[src/hw/rtl/assert_macros.svh]
// Assertion helpers for the file that carries checks.
`ifndef ASSERT_MACROS_SVH
`define ASSERT_MACROS_SVH

// The condition holds at every edge while the disable term is low.
`define ASSERT_ALWAYS(label, clk, dis, cond) \
   label: assert property (@(posedge clk) disable iff (dis) (cond)) \
      else $error("assertion failed");

// The consequent follows the antecedent as a non-overlapping implication.
`define ASSERT_NEXT(label, clk, dis, ante, cons) \
   label: assert property (@(posedge clk) disable iff (dis) (ante) |=> (cons)) \
      else $error("assertion failed");

`endif

[src/hw/rtl/mme_pkg.sv]
package mme_pkg;

   localparam int IDX_W     = 3;
   localparam int VAL_W     = 16;
   localparam int PROD_W    = 32;
   localparam int ACC_W     = 35;
   localparam int RES_W     = 32;
   localparam int SIZE_W    = 4;
   localparam int CMD_W     = 2;
   localparam int CSR_IDX_W = 2;

   localparam int CQ_DEPTH  = 2;
   localparam int CQ_PTR_W  = 1;
   localparam int CQ_CNT_W  = 2;

   localparam int RES_DEPTH = 4;
   localparam int RES_PTR_W = 2;
   localparam int RES_CNT_W = 3;

   localparam logic [CMD_W-1:0] CMD_WRITE_A = 2'd0;
   localparam logic [CMD_W-1:0] CMD_WRITE_B = 2'd1;
   localparam logic [CMD_W-1:0] CMD_COMPUTE = 2'd2;

   localparam logic [CSR_IDX_W-1:0] CSR_A_ROWS     = 2'd0;
   localparam logic [CSR_IDX_W-1:0] CSR_INNER_SIZE = 2'd1;
   localparam logic [CSR_IDX_W-1:0] CSR_B_COLS     = 2'd2;

   typedef enum logic [1:0] {
      OP_WRITE_A = 2'd0,
      OP_WRITE_B = 2'd1,
      OP_COMPUTE = 2'd2
   } op_type;

   typedef struct packed {
      logic [CMD_W-1:0]        cmd;
      logic [IDX_W-1:0]        row_index;
      logic [IDX_W-1:0]        col_index;
      logic signed [VAL_W-1:0] entry_value;
   } req_type;

   typedef struct packed {
      logic [IDX_W-1:0]        out_row;
      logic [IDX_W-1:0]        out_col;
      logic signed [RES_W-1:0] result_value;
      logic                    last;
   } rsp_type;

   typedef struct packed {
      op_type                  op;
      logic [IDX_W-1:0]        row;
      logic [IDX_W-1:0]        col;
      logic signed [VAL_W-1:0] value;
   } cmd_type;

   typedef struct packed {
      logic [SIZE_W-1:0] m;
      logic [SIZE_W-1:0] n;
      logic [SIZE_W-1:0] p;
   } size_type;

   typedef struct packed {
      logic                 busy;
      logic [RES_CNT_W-1:0] res_count;
   } back_status_type;

endpackage

[src/hw/rtl/mme_front.sv]
module mme_front import mme_pkg::*; #(
   parameter int MAX_DIM = 8
) (
   input  logic    clock,
   input  logic    reset,
   input  logic    req_push,
   output logic    req_full,
   input  req_type req_data,
   output logic    cq_valid,
   output cmd_type cq_head,
   input  logic    cq_pop
);

   localparam int DIM_CAP = (MAX_DIM < 8) ? MAX_DIM : 8;

   cmd_type              entry_ff [CQ_DEPTH];
   logic [CQ_PTR_W-1:0]  wr_ptr_ff, wr_ptr_in;
   logic [CQ_PTR_W-1:0]  rd_ptr_ff, rd_ptr_in;
   logic [CQ_CNT_W-1:0]  count_ff, count_in;
   logic                 accept;
   logic                 keep;
   logic                 in_range;
   op_type               op;
   logic                 push;
   logic                 pop;

   assign in_range = ({1'b0, req_data.row_index} < SIZE_W'(DIM_CAP)) &&
                     ({1'b0, req_data.col_index} < SIZE_W'(DIM_CAP));

   // Writes outside the stores and the unused code are taken and dropped here.
   always_comb begin
      keep = 1'b0;
      op   = OP_COMPUTE;
      unique case (req_data.cmd) inside
         CMD_WRITE_A, CMD_WRITE_B: begin
            keep = in_range;
            op   = (req_data.cmd == CMD_WRITE_A) ? OP_WRITE_A : OP_WRITE_B;
         end
         CMD_COMPUTE: begin
            keep = 1'b1;
            op   = OP_COMPUTE;
         end
         default: begin
            keep = 1'b0;
            op   = OP_COMPUTE;
         end
      endcase
   end

   assign req_full = (count_ff == CQ_CNT_W'(CQ_DEPTH));
   assign accept   = req_push && !req_full;
   assign push     = accept && keep;
   assign cq_valid = (count_ff != '0);
   assign pop      = cq_pop && cq_valid;
   assign cq_head  = entry_ff[rd_ptr_ff];

   always_comb begin
      wr_ptr_in = push ? wr_ptr_ff + 1'b1 : wr_ptr_ff;
      rd_ptr_in = pop ? rd_ptr_ff + 1'b1 : rd_ptr_ff;
      count_in  = count_ff + CQ_CNT_W'(push) - CQ_CNT_W'(pop);
   end

   always_ff @(posedge clock) begin
      if (reset) begin
         wr_ptr_ff <= '0;
         rd_ptr_ff <= '0;
         count_ff  <= '0;
      end else begin
         wr_ptr_ff <= wr_ptr_in;
         rd_ptr_ff <= rd_ptr_in;
         count_ff  <= count_in;
      end
   end

   always_ff @(posedge clock) begin
      if (push) begin
         entry_ff[wr_ptr_ff] <= '{op: op, row: req_data.row_index,
                                  col: req_data.col_index, value: req_data.entry_value};
      end
   end

endmodule

[src/hw/rtl/mme_back.sv]
module mme_back import mme_pkg::*; #(
   parameter int MAX_DIM = 8
) (
   input  logic            clock,
   input  logic            reset,
   input  logic            cq_valid,
   input  cmd_type         cq_head,
   output logic            cq_pop,
   input  size_type        sizes,
   output logic            rsp_empty,
   input  logic            rsp_pop,
   output rsp_type         rsp_data,
   output back_status_type status
);

   localparam int DEPTH  = MAX_DIM * MAX_DIM;
   localparam int ADDR_W = $clog2(DEPTH);

   typedef enum logic [2:0] {
      ST_IDLE  = 3'b001,
      ST_ISSUE = 3'b010,
      ST_DRAIN = 3'b100
   } back_state_type;

   back_state_type state_ff, state_in;

   logic signed [VAL_W-1:0] mem_a [DEPTH];
   logic signed [VAL_W-1:0] mem_b [DEPTH];

   logic [IDX_W-1:0] i_ff, i_in, j_ff, j_in, k_ff, k_in;
   logic             i_last, j_last, k_last;
   logic             advance;
   logic             issue;
   logic             wr_a, wr_b;
   logic [ADDR_W-1:0] wr_addr, a_rd_addr, b_rd_addr;

   // Stage one: store read data and tags.
   logic                    s1_valid_ff;
   logic                    s1_first_ff, s1_lastk_ff, s1_lastent_ff;
   logic [IDX_W-1:0]        s1_i_ff, s1_j_ff;
   logic signed [VAL_W-1:0] a_rd_ff, b_rd_ff;

   // Stage two: product and tags.
   logic                     s2_valid_ff;
   logic                     s2_first_ff, s2_lastk_ff, s2_lastent_ff;
   logic [IDX_W-1:0]         s2_i_ff, s2_j_ff;
   logic signed [PROD_W-1:0] prod_ff;

   logic signed [ACC_W-1:0] acc_ff, acc_in;
   logic signed [RES_W-1:0] sat_value;

   rsp_type               res_mem [RES_DEPTH];
   logic [RES_PTR_W-1:0]  res_wr_ff, res_rd_ff;
   logic [RES_CNT_W-1:0]  res_count_ff, res_count_in;
   logic                  res_full;
   logic                  res_push;
   logic                  res_pop;

   assign res_full  = (res_count_ff == RES_CNT_W'(RES_DEPTH));
   assign advance   = !res_full;
   assign issue     = (state_ff == ST_ISSUE) && advance;

   assign k_last = ({1'b0, k_ff} == sizes.n - 4'd1);
   assign j_last = ({1'b0, j_ff} == sizes.p - 4'd1);
   assign i_last = ({1'b0, i_ff} == sizes.m - 4'd1);

   assign wr_addr   = ADDR_W'(cq_head.row) * ADDR_W'(MAX_DIM) + ADDR_W'(cq_head.col);
   assign a_rd_addr = ADDR_W'(i_ff) * ADDR_W'(MAX_DIM) + ADDR_W'(k_ff);
   assign b_rd_addr = ADDR_W'(k_ff) * ADDR_W'(MAX_DIM) + ADDR_W'(j_ff);

   assign wr_a = cq_pop && (cq_head.op == OP_WRITE_A);
   assign wr_b = cq_pop && (cq_head.op == OP_WRITE_B);

   always_comb begin
      state_in = state_ff;
      cq_pop   = 1'b0;
      i_in     = i_ff;
      j_in     = j_ff;
      k_in     = k_ff;
      unique case (state_ff)
         ST_IDLE: begin
            if (cq_valid) begin
               cq_pop = 1'b1;
               if (cq_head.op == OP_COMPUTE) begin
                  state_in = ST_ISSUE;
                  i_in     = '0;
                  j_in     = '0;
                  k_in     = '0;
               end
            end
         end
         ST_ISSUE: begin
            if (advance) begin
               if (!k_last) begin
                  k_in = k_ff + 1'b1;
               end else begin
                  k_in = '0;
                  if (!j_last) begin
                     j_in = j_ff + 1'b1;
                  end else begin
                     j_in = '0;
                     if (!i_last) begin
                        i_in = i_ff + 1'b1;
                     end else begin
                        state_in = ST_DRAIN;
                     end
                  end
               end
            end
         end
         ST_DRAIN: begin
            if (!s1_valid_ff && !s2_valid_ff) begin
               state_in = ST_IDLE;
            end
         end
         default: begin
            state_in = ST_IDLE;
         end
      endcase
   end

   always_ff @(posedge clock) begin
      if (reset) begin
         state_ff    <= ST_IDLE;
         s1_valid_ff <= 1'b0;
         s2_valid_ff <= 1'b0;
      end else begin
         state_ff <= state_in;
         if (advance) begin
            s1_valid_ff <= issue;
            s2_valid_ff <= s1_valid_ff;
         end
      end
   end

   always_ff @(posedge clock) begin
      i_ff <= i_in;
      j_ff <= j_in;
      k_ff <= k_in;
      if (advance) begin
         s1_first_ff   <= (k_ff == '0);
         s1_lastk_ff   <= k_last;
         s1_lastent_ff <= i_last && j_last;
         s1_i_ff       <= i_ff;
         s1_j_ff       <= j_ff;
         s2_first_ff   <= s1_first_ff;
         s2_lastk_ff   <= s1_lastk_ff;
         s2_lastent_ff <= s1_lastent_ff;
         s2_i_ff       <= s1_i_ff;
         s2_j_ff       <= s1_j_ff;
         prod_ff       <= a_rd_ff * b_rd_ff;
      end
      if (advance && s2_valid_ff) begin
         acc_ff <= acc_in;
      end
   end

   always_ff @(posedge clock) begin
      if (wr_a) begin
         mem_a[wr_addr] <= cq_head.value;
      end
      if (issue) begin
         a_rd_ff <= mem_a[a_rd_addr];
      end
   end

   always_ff @(posedge clock) begin
      if (wr_b) begin
         mem_b[wr_addr] <= cq_head.value;
      end
      if (issue) begin
         b_rd_ff <= mem_b[b_rd_addr];
      end
   end

   // The first term of a dot product restarts the sum.
   always_comb begin
      acc_in = (s2_first_ff ? ACC_W'(0) : acc_ff) +
               {{(ACC_W - PROD_W){prod_ff[PROD_W-1]}}, prod_ff};
      if (acc_in[ACC_W-1:RES_W-1] == '0 || acc_in[ACC_W-1:RES_W-1] == '1) begin
         sat_value = acc_in[RES_W-1:0];
      end else if (acc_in[ACC_W-1]) begin
         sat_value = {1'b1, {(RES_W - 1){1'b0}}};
      end else begin
         sat_value = {1'b0, {(RES_W - 1){1'b1}}};
      end
   end

   assign res_push  = advance && s2_valid_ff && s2_lastk_ff;
   assign rsp_empty = (res_count_ff == '0);
   assign res_pop   = rsp_pop && !rsp_empty;
   assign rsp_data  = res_mem[res_rd_ff];
   assign res_count_in = res_count_ff + RES_CNT_W'(res_push) - RES_CNT_W'(res_pop);

   always_ff @(posedge clock) begin
      if (reset) begin
         res_wr_ff    <= '0;
         res_rd_ff    <= '0;
         res_count_ff <= '0;
      end else begin
         if (res_push) begin
            res_wr_ff <= res_wr_ff + 1'b1;
         end
         if (res_pop) begin
            res_rd_ff <= res_rd_ff + 1'b1;
         end
         res_count_ff <= res_count_in;
      end
   end

   always_ff @(posedge clock) begin
      if (res_push) begin
         res_mem[res_wr_ff] <= '{out_row: s2_i_ff, out_col: s2_j_ff,
                                 result_value: sat_value, last: s2_lastent_ff};
      end
   end

   assign status.busy      = (state_ff != ST_IDLE) || s1_valid_ff || s2_valid_ff;
   assign status.res_count = res_count_ff;

endmodule

[src/hw/rtl/matrix_multiply_engine_unit.sv]
// Channel   Handshake          Payload
// req       req_push/req_full  req_data (cmd, row_index, col_index, entry_value)
// rsp       rsp_pop/rsp_empty  rsp_data (out_row, out_col, result_value, last)
// csr       csr_valid/ready    csr_index, csr_wdata (ready is always high)
//
// A load word waits in the command queue until the idle engine pops it and writes its store.
// A compute word steps through m*p*n products on the single multiply-accumulate unit,
// then drains its three-stage read, multiply and sum pipeline.
// Synchronous reset empties both queues; the stores are not cleared.
// The pipeline stalls while the four-word result queue is full.
`include "assert_macros.svh"

module matrix_multiply_engine_unit import mme_pkg::*; #(
   parameter int MAX_DIM = 8
) (
   input  logic                 clock,
   input  logic                 reset,
   input  logic                 req_push,
   output logic                 req_full,
   input  req_type              req_data,
   output logic                 rsp_empty,
   input  logic                 rsp_pop,
   output rsp_type              rsp_data,
   input  logic                 csr_valid,
   output logic                 csr_ready,
   input  logic [CSR_IDX_W-1:0] csr_index,
   input  logic [SIZE_W-1:0]    csr_wdata
);

   localparam int DIM_CAP = (MAX_DIM < 8) ? MAX_DIM : 8;

   size_type          sizes_ff;
   logic [SIZE_W-1:0] clamped;
   logic              csr_write;
   logic              cq_valid;
   cmd_type           cq_head;
   logic              cq_pop;
   back_status_type   status;

   assign csr_ready = 1'b1;
   assign csr_write = csr_valid && csr_ready;

   // Sizes are held already clamped into one to the index limit.
   always_comb begin
      if (csr_wdata == '0) begin
         clamped = SIZE_W'(1);
      end else if (csr_wdata > SIZE_W'(DIM_CAP)) begin
         clamped = SIZE_W'(DIM_CAP);
      end else begin
         clamped = csr_wdata;
      end
   end

   always_ff @(posedge clock) begin
      if (reset) begin
         sizes_ff.m <= SIZE_W'(DIM_CAP);
         sizes_ff.n <= SIZE_W'(DIM_CAP);
         sizes_ff.p <= SIZE_W'(DIM_CAP);
      end else if (csr_write) begin
         unique case (csr_index)
            CSR_A_ROWS:     sizes_ff.m <= clamped;
            CSR_INNER_SIZE: sizes_ff.n <= clamped;
            CSR_B_COLS:     sizes_ff.p <= clamped;
            default: begin
            end
         endcase
      end
   end

   mme_front #(.MAX_DIM(MAX_DIM)) u_front (
      .clock    (clock),
      .reset    (reset),
      .req_push (req_push),
      .req_full (req_full),
      .req_data (req_data),
      .cq_valid (cq_valid),
      .cq_head  (cq_head),
      .cq_pop   (cq_pop)
   );

   mme_back #(.MAX_DIM(MAX_DIM)) u_back (
      .clock     (clock),
      .reset     (reset),
      .cq_valid  (cq_valid),
      .cq_head   (cq_head),
      .cq_pop    (cq_pop),
      .sizes     (sizes_ff),
      .rsp_empty (rsp_empty),
      .rsp_pop   (rsp_pop),
      .rsp_data  (rsp_data),
      .status    (status)
   );

   `ASSERT_NEXT(a_reset_empties, clock, 1'b0, reset, rsp_empty)
   `ASSERT_ALWAYS(a_res_count_bound, clock, reset, status.res_count <= RES_CNT_W'(RES_DEPTH))
   `ASSERT_NEXT(a_idle_no_result, clock, reset, !status.busy && rsp_empty, rsp_empty)

endmodule
[config.mk]
export PLATFORM = sky130hd
export DESIGN_NAME = matrix_multiply_engine_unit
export DESIGN_NICKNAME = d
export VERILOG_FILES = /design/src/hw/rtl/mme_pkg.sv /design/src/hw/rtl/mme_front.sv /design/src/hw/rtl/mme_back.sv /design/src/hw/rtl/matrix_multiply_engine_unit.sv
export VERILOG_INCLUDE_DIRS = /design/src /design/src/hw/rtl
export SDC_FILE = /design/constraint.sdc
export NUM_CORES = 2
export LEC_CHECK = 0
export ABC_CLOCK_PERIOD_IN_PS = 8300
export BUFFER_PORTS_ARGS = -buffer_cell sky130_fd_sc_hd__buf_4
export CAP_MARGIN = 20
export CORE_ASPECT_RATIO = 2
export CORE_UTILIZATION = 56
export CTS_BUF_LIST = sky130_fd_sc_hd__clkbuf_8 sky130_fd_sc_hd__clkbuf_16
export DETAILED_ROUTE_END_ITERATION = 6
export PLACE_DENSITY = 0.82
export SLEW_MARGIN = 25
export SYNTH_ARGS = -nofsm -noshare
export SYNTH_HDL_FRONTEND = slang
export SYNTH_HIERARCHICAL = 1
export SYNTH_SLANG_ARGS = --single-unit
[constraint.sdc]
create_clock -name clock -period 8.3 [get_ports clock]
set_input_delay 1.245 -clock clock [delete_from_list [all_inputs] [get_ports clock]]
set_output_delay 1.245 -clock clock [all_outputs]
set_load 0.005 [all_outputs]
# After elaboration in Yosys (flattened, before gate mapping)
# Memory sizes are Yosys's and may differ from the RTL's. A register that Yosys moved wholly into a read port is not among the register bits.
# Cells that the tools add are included.
# word_totals
latchBits	0
output_inout_bits	42
ff_bits	122
ram_bits	2252
word_cells	153
inputBits	35
n_memories	4
rom_bits	0
# mem_list
name	depth	word_bits	rd	rd_clocked_by_memory_dff	wr	line_no	source
u_back.mem_a	64	16	1	1	1	mme_back.sv:27	logic signed [VAL_W-1:0] mem_a [DEPTH];
u_back.mem_b	64	16	1	1	1	mme_back.sv:28	logic signed [VAL_W-1:0] mem_b [DEPTH];
u_back.res_mem	4	39	1	1	1	mme_back.sv:52	rsp_type res_mem [RES_DEPTH];
u_front.entry_ff	2	24	1	1	1	mme_front.sv:16	cmd_type entry_ff [CQ_DEPTH];
# classes
n_addsub	18
n_div	0
n_reduce_logical	35
n_bitwise	0
magnitude_cmp	1
shifts	0
n_mux	44
n_mul	1
n_eq_ne	23
# ops
cell	count
two-way mux 32 bit	2
two-way mux 3 bit	18
adder 35 bit	1
two-way mux 35 bit	1
multiplier 16 x 16 -> 32 bit	1
adder 6 x 3 -> 6 bit	3
one-hot mux 3 bit (2 select lines)	3
two-way mux 1 bit	14
AND reduction 7 bit	2
== test 3 x 4 -> 1 bit	3
subtractor 4 x 1 -> 4 bit (second input constant)	3
logical AND 1 bit	11
!= test 2 x 1 -> 1 bit (second input constant)	5
adder 3 x 1 -> 3 bit (second input constant)	3
one-hot mux 3 bit (3 select lines)	1
== test 2 bit (second input constant)	4
zero test 4 bit	2
two-way mux 4 bit	2
== test 2 x 1 -> 1 bit (second input constant)	3
== test 3 bit (second input constant)	2
zero test 2 bit	3
zero test 3 bit	2
two-way mux 2 bit	3
!= test 2 bit (second input constant)	3
18 further kinds	27

# Logic depth before layout (Yosys ltp)
# logic_depth
depth_word	7
ltp_mapped	24
depth_no_buf	23

# By module
# Netlist, hierarchy kept.
# by_module_without_submodules
module	area_per_inst_um2	instances	cells_per_inst	seq_area_each_um2
mme_back	100513.9	1	4952	70247.4
mme_front	2010.7	1	104	1541.5
matrix_multiply_engine_unit	481.7	1	48	240.2

# Worst setup path before layout
# OpenSTA, ideal clock, no wires.
# synth_timing
path_type	flip-flop to flip-flop
start	reg u_back.b_rd_ff[7] (read register of u_back.mem_b)
end	reg u_back.prod_ff[30] (data pin)
path_buffers	1
arrival_time_ns	5.816
setup_ns	0.258
period_less_slack_ns	6.073
path_stages_with_launch	24
path_slack_ns	2.227
cell_sequence	edfxtp_1 > clkbuf_1 > nand2_1 > fa_1 > inv_1 > fa_1 > inv_1 > fa_1 > inv_1 > fa_1 > fa_1 > inv_1 > fa_1 > inv_1 > ha_1 > a21o_1 > a21o_1 > a21oi_1 > nor3b_1 > a21bo_2 > a31oi_1 > o221ai_1 > a21oi_1 > xnor2_1
# synth_via
elab_chain_cells	1
# synth_rtl
item	line_no	source
from (decl)	mme_back.sv:41	logic signed [VAL_W-1:0] a_rd_ff, b_rd_ff;
multiplier 16 x 16 -> 32 bit	mme_back.sv:151	prod_ff <= a_rd_ff * b_rd_ff;
to (signal assigned)	mme_back.sv:151	
to (decl)	mme_back.sv:47	logic signed [PROD_W-1:0] prod_ff;
# Every way passes these cells.
# A chain may end at the register's enable or synchronous reset.

# Worst setup path after layout
# layout_timing
start	reg u_back.b_rd_ff[1] (read register of u_back.mem_b)
end	reg u_back.prod_ff[29] (data pin)
# The elaborated chain is that of the path after synthesis.

==> results.env <==
INTERNAL-POWER_mW=27.1
FLOORPLAN.INITIALDENSITY_PCT=56.4
FIN_NETS=5737
CRITICAL_PATH.REG2REG.STARTPOINT='u_back/b_rd_ff[1]'
REG2REG_TO='u_back/prod_ff[29]'
CTS_HOLD_BUF=0
ANTENNA_VIOLATIONS_BEFORE_REPAIR=23
TOTAL_ROUTING_RESOURCE_UTILIZATION_AFTER_GLOBAL_ROUTING_PCT=29.0
TIGHTESTPINTRANSITION_PS=1170
IO_BUFFERS=75
TRITONCTS='yes'
GRT_SETUP_UNREPAIRED='false'
IOPINCOUNT=77
POST_DRT_WL_PER_CELL_UM=34.2
REPORT.FINAL.SLEW_VIOL_COUNT=0
SYNTH_AREA_PER_CELL_UM2=20.2
CRITICAL-PATH-TOP-DELAY-FAMILY='adder cells'
WORST_SETUP_PATH_START_KIND='flop'
GRT_FIRST_PASS_WIRELENGTH_UM=382000
NUMCLOCKSINKS=2409
HOLD_PATH.STARTPOINT='u_back/s1_first_ff'
WORST_SLEW_MARGIN_REL_PCT=22.1
HP-CLASS='reg2reg'
MAX-CLOCK-PATH-BUFFERS=4
WORST_PATH_MAX_DELAY_CELL='sky130_fd_sc_hd__edfxtp_1'
COMB_POWER_SHARE_PCT=38.8
WORST_PATH_LARGEST_CELL_DELAY_PS=690
CPMOSTUSEDCELL='sky130_fd_sc_hd__fa_1'
TRITONCTS.NUM_BUFFERS=194
GRT_REMAINING_OVERFLOW=0
CTSRESIZECOUNT=0
POST_SYNTH_INSTANCE_AREA_UM2=103000
PATH_CLASS='reg2reg'
CLOCKPOWERSHARE_PCT=22.9
DPL.HPWL_UM=162000
YOSYS_WARNINGS=6
CLK_PIN_SLEW_WORST_SETUP_HOLD_PATHS_PS=70
WORST-ENDPOINT-ARRIVAL_PS=7540
STATUS='finished clean'
SETUP_VIOL_COUNT_FINAL=0
DRC=0
SEQPWRFRAC_PCT=38.4
LEAKAGE_nW=37.9
WORST_IR_DROP_VDD_V=0.000540
CLKLATENCYLATEPIN_PS=870
POST_ROUTE_CELLS_DRIVE_ABOVE_1_SHARE_PCT=24.2
FINAL_HOLD_VIOL_COUNT=0
DPL-INSTANCE-AREA_UM2=107000
ENDPOINT_KIND='flop'
FIN_AREA_UM2=114000
DIE_AREA_UM2=186000
PLACEABLECOREAREA_UM2=183000
R2R.WORST_PATH.CELLS=22
CRITPATHMAXFANOUT=16
CAP_VIOLATIONS=0
CTS_ROOT_BUFFER='sky130_fd_sc_hd__clkbuf_16'
HTREE_LEVELS=4
CRITPATHBUFINV=4
HOLD-WORST-SLACK_PS=420
POWER.SWITCHING_mW=14.2
REMAINING_NUMBER_OF_NETS_FLAGGED_BY_THE_ANTENNA_CHECK_AFTER_ROUTING=0
DRT-PASS1-ITER-COUNT=6
PERIOD_NEEDED_PS=6980
SETUP_TOTAL_NEGATIVE_SLACK_PS=0
CTS_POST_SETUP_BUFFERS_INSERTED=0
DETAILROUTE.VIA_COUNT=51400
CRITICAL_PATH_REQUIRED_PS=8860
GRT_PASS1_VIAS=54900
WORST_HOLD_PATH.NUM_CELLS=0
POWER-PER-CELL-AREA_nW_PER_UM2=363
FILLERINSTANCES=11700
TIMING.CRITICAL_PATH.CELLS='and2_1, fa_1, fa_1, ha_1, inv_1, fa_1, inv_1, fa_1, inv_1, fa_1, inv_1, ha_1, o21ai_0, a21boi_0, a21o_1, a21oi_1, o21ai_0, a21oi_1, o31ai_1, a21o_1, a21oi_1, xnor2_1'
FP_ROWS=222
AREA_GROWTH_SYN_TO_LAYOUT_PCT=10.3
GPL.FINAL_WEIGHTED_CONGESTION=0.920
VIAS_PER_CELL=6.55
ROUTED_WIRELENGTH_UM=268000
REG_TO_REG_SETUP_TIMING_SLACK_PS=1320
SYNTH_CELLS=5103
DR.FIRST_ITER.DRC_COUNT=6213
POWER_SWITCHING_SHARE_PCT=34.4
FINAL_MIN_PERIOD_OVER_CLOCK_PERIOD_PCT=84.1
CLOCK.FMAX_MHz=143
DIEWIDTH_UM=305
WORSTHOLDENDPOINT='u_back/s2_first_ff'
FINAL.SETUP_SKEW_PS=111
GRT_START_MAX_NET_PINS=146
SYNTHESIS.NETS=5533
DIE_H_UM=609
layout by cell type, fill, tap and decap left out, types with 10 or more instances in the layout:
cell	n
sky130_fd_sc_hd__mux2_4	17
sky130_fd_sc_hd__diode_2	29
sky130_fd_sc_hd__and3_1	11
sky130_fd_sc_hd__nor2_2	26
sky130_fd_sc_hd__nor2_4	23
sky130_fd_sc_hd__mux4_2	711
sky130_fd_sc_hd__xnor2_1	57
sky130_fd_sc_hd__clkinv_1	31
sky130_fd_sc_hd__inv_1	392
sky130_fd_sc_hd__clkbuf_16	196
sky130_fd_sc_hd__ha_1	131
sky130_fd_sc_hd__a21oi_1	59
sky130_fd_sc_hd__nor2_1	169
sky130_fd_sc_hd__clkinv_2	34
sky130_fd_sc_hd__nand2b_1	11
sky130_fd_sc_hd__o21ai_0	55
sky130_fd_sc_hd__nand2_1	166
sky130_fd_sc_hd__or3_1	10
sky130_fd_sc_hd__edfxtp_1	2378
sky130_fd_sc_hd__dfxtp_1	29
sky130_fd_sc_hd__nand3_1	17
sky130_fd_sc_hd__bufinv_16	26
sky130_fd_sc_hd__xor2_1	31
sky130_fd_sc_hd__nor2b_1	49
sky130_fd_sc_hd__o21a_1	11
sky130_fd_sc_hd__nor3_1	16
sky130_fd_sc_hd__a21o_1	29
sky130_fd_sc_hd__and2_1	131
sky130_fd_sc_hd__fa_1	264
sky130_fd_sc_hd__buf_4	226
area by class of cell:
class	instances	area [µm²]	area share (%)
clock buffer	196	4900	4.32
inverter	350	1310	1.16
sequential	2409	72000	63.4
multi-input combinational	2115	29100	25.6
antenna	29	72.6	0.0639
tap	2352	2940	2.59
clock inverter	151	1420	1.25
timing repair buffer	237	1900	1.67
stage by stage:
step	total power [mW]	setup slack [ps]	util (%)	std cells
floorplan	27.4	2230	-	5103
CTS	41.4	1410	62.1	7809
global route	43.3	1070	62.2	7832
detailed placement	32.0	1410	58.6	7462
global placement	31.4	1450	58.6	7461
finish	41.3	1320	62.2	7839
worst max path at each step:
stage,startpoint,to,slack [ps],depth (start not counted)
detailed placement,u_back/b_rd_ff[1],u_back/prod_ff[29],1410,22
global route,u_back/b_rd_ff[1],u_back/prod_ff[29],1070,22
CTS,u_back/b_rd_ff[1],u_back/prod_ff[29],1410,22
floorplan,u_back/b_rd_ff[7],u_back/prod_ff[30],2230,23
global placement,u_back/b_rd_ff[1],u_back/prod_ff[31],1450,22
finish,u_back/b_rd_ff[1],u_back/prod_ff[29],1320,22
layer usage:
layer	part of all wire (%)	GRT usage (%)	routed length [µm]	up-vias
met3	6.8	3.91	18100	919
met2	55	53.1	146000	3168
li1	-	-	-	20500
met5	0.0041	0	11	-
met1	29	29.4	78800	26800
met4	9.3	23.5	24900	2
power by group through the flow:
stage	sequential (mW)	combinational (mW)	clock, mW
after floorplan	16.0	11.4	0
after global placement	16.1	15.3	0
after detailed placement	16.1	15.9	0
after CTS	15.8	16.0	9.51
after global routing	15.9	17.6	9.89
final	15.8	16.0	9.44
flip-flops by register name (all words and copies together), names as in the netlist, 12 cells and up, named ones only:
name,cells
u_front/entry_ff,48
u_back/mem_b,1024
u_back/b_rd_ff,16
u_back/prod_ff,32
u_back/res_mem,156
u_back/mem_a,1024
u_back/a_rd_ff,16
u_back/acc_ff,35
sizes_ff,12
(Power assumes the default switching activity.)
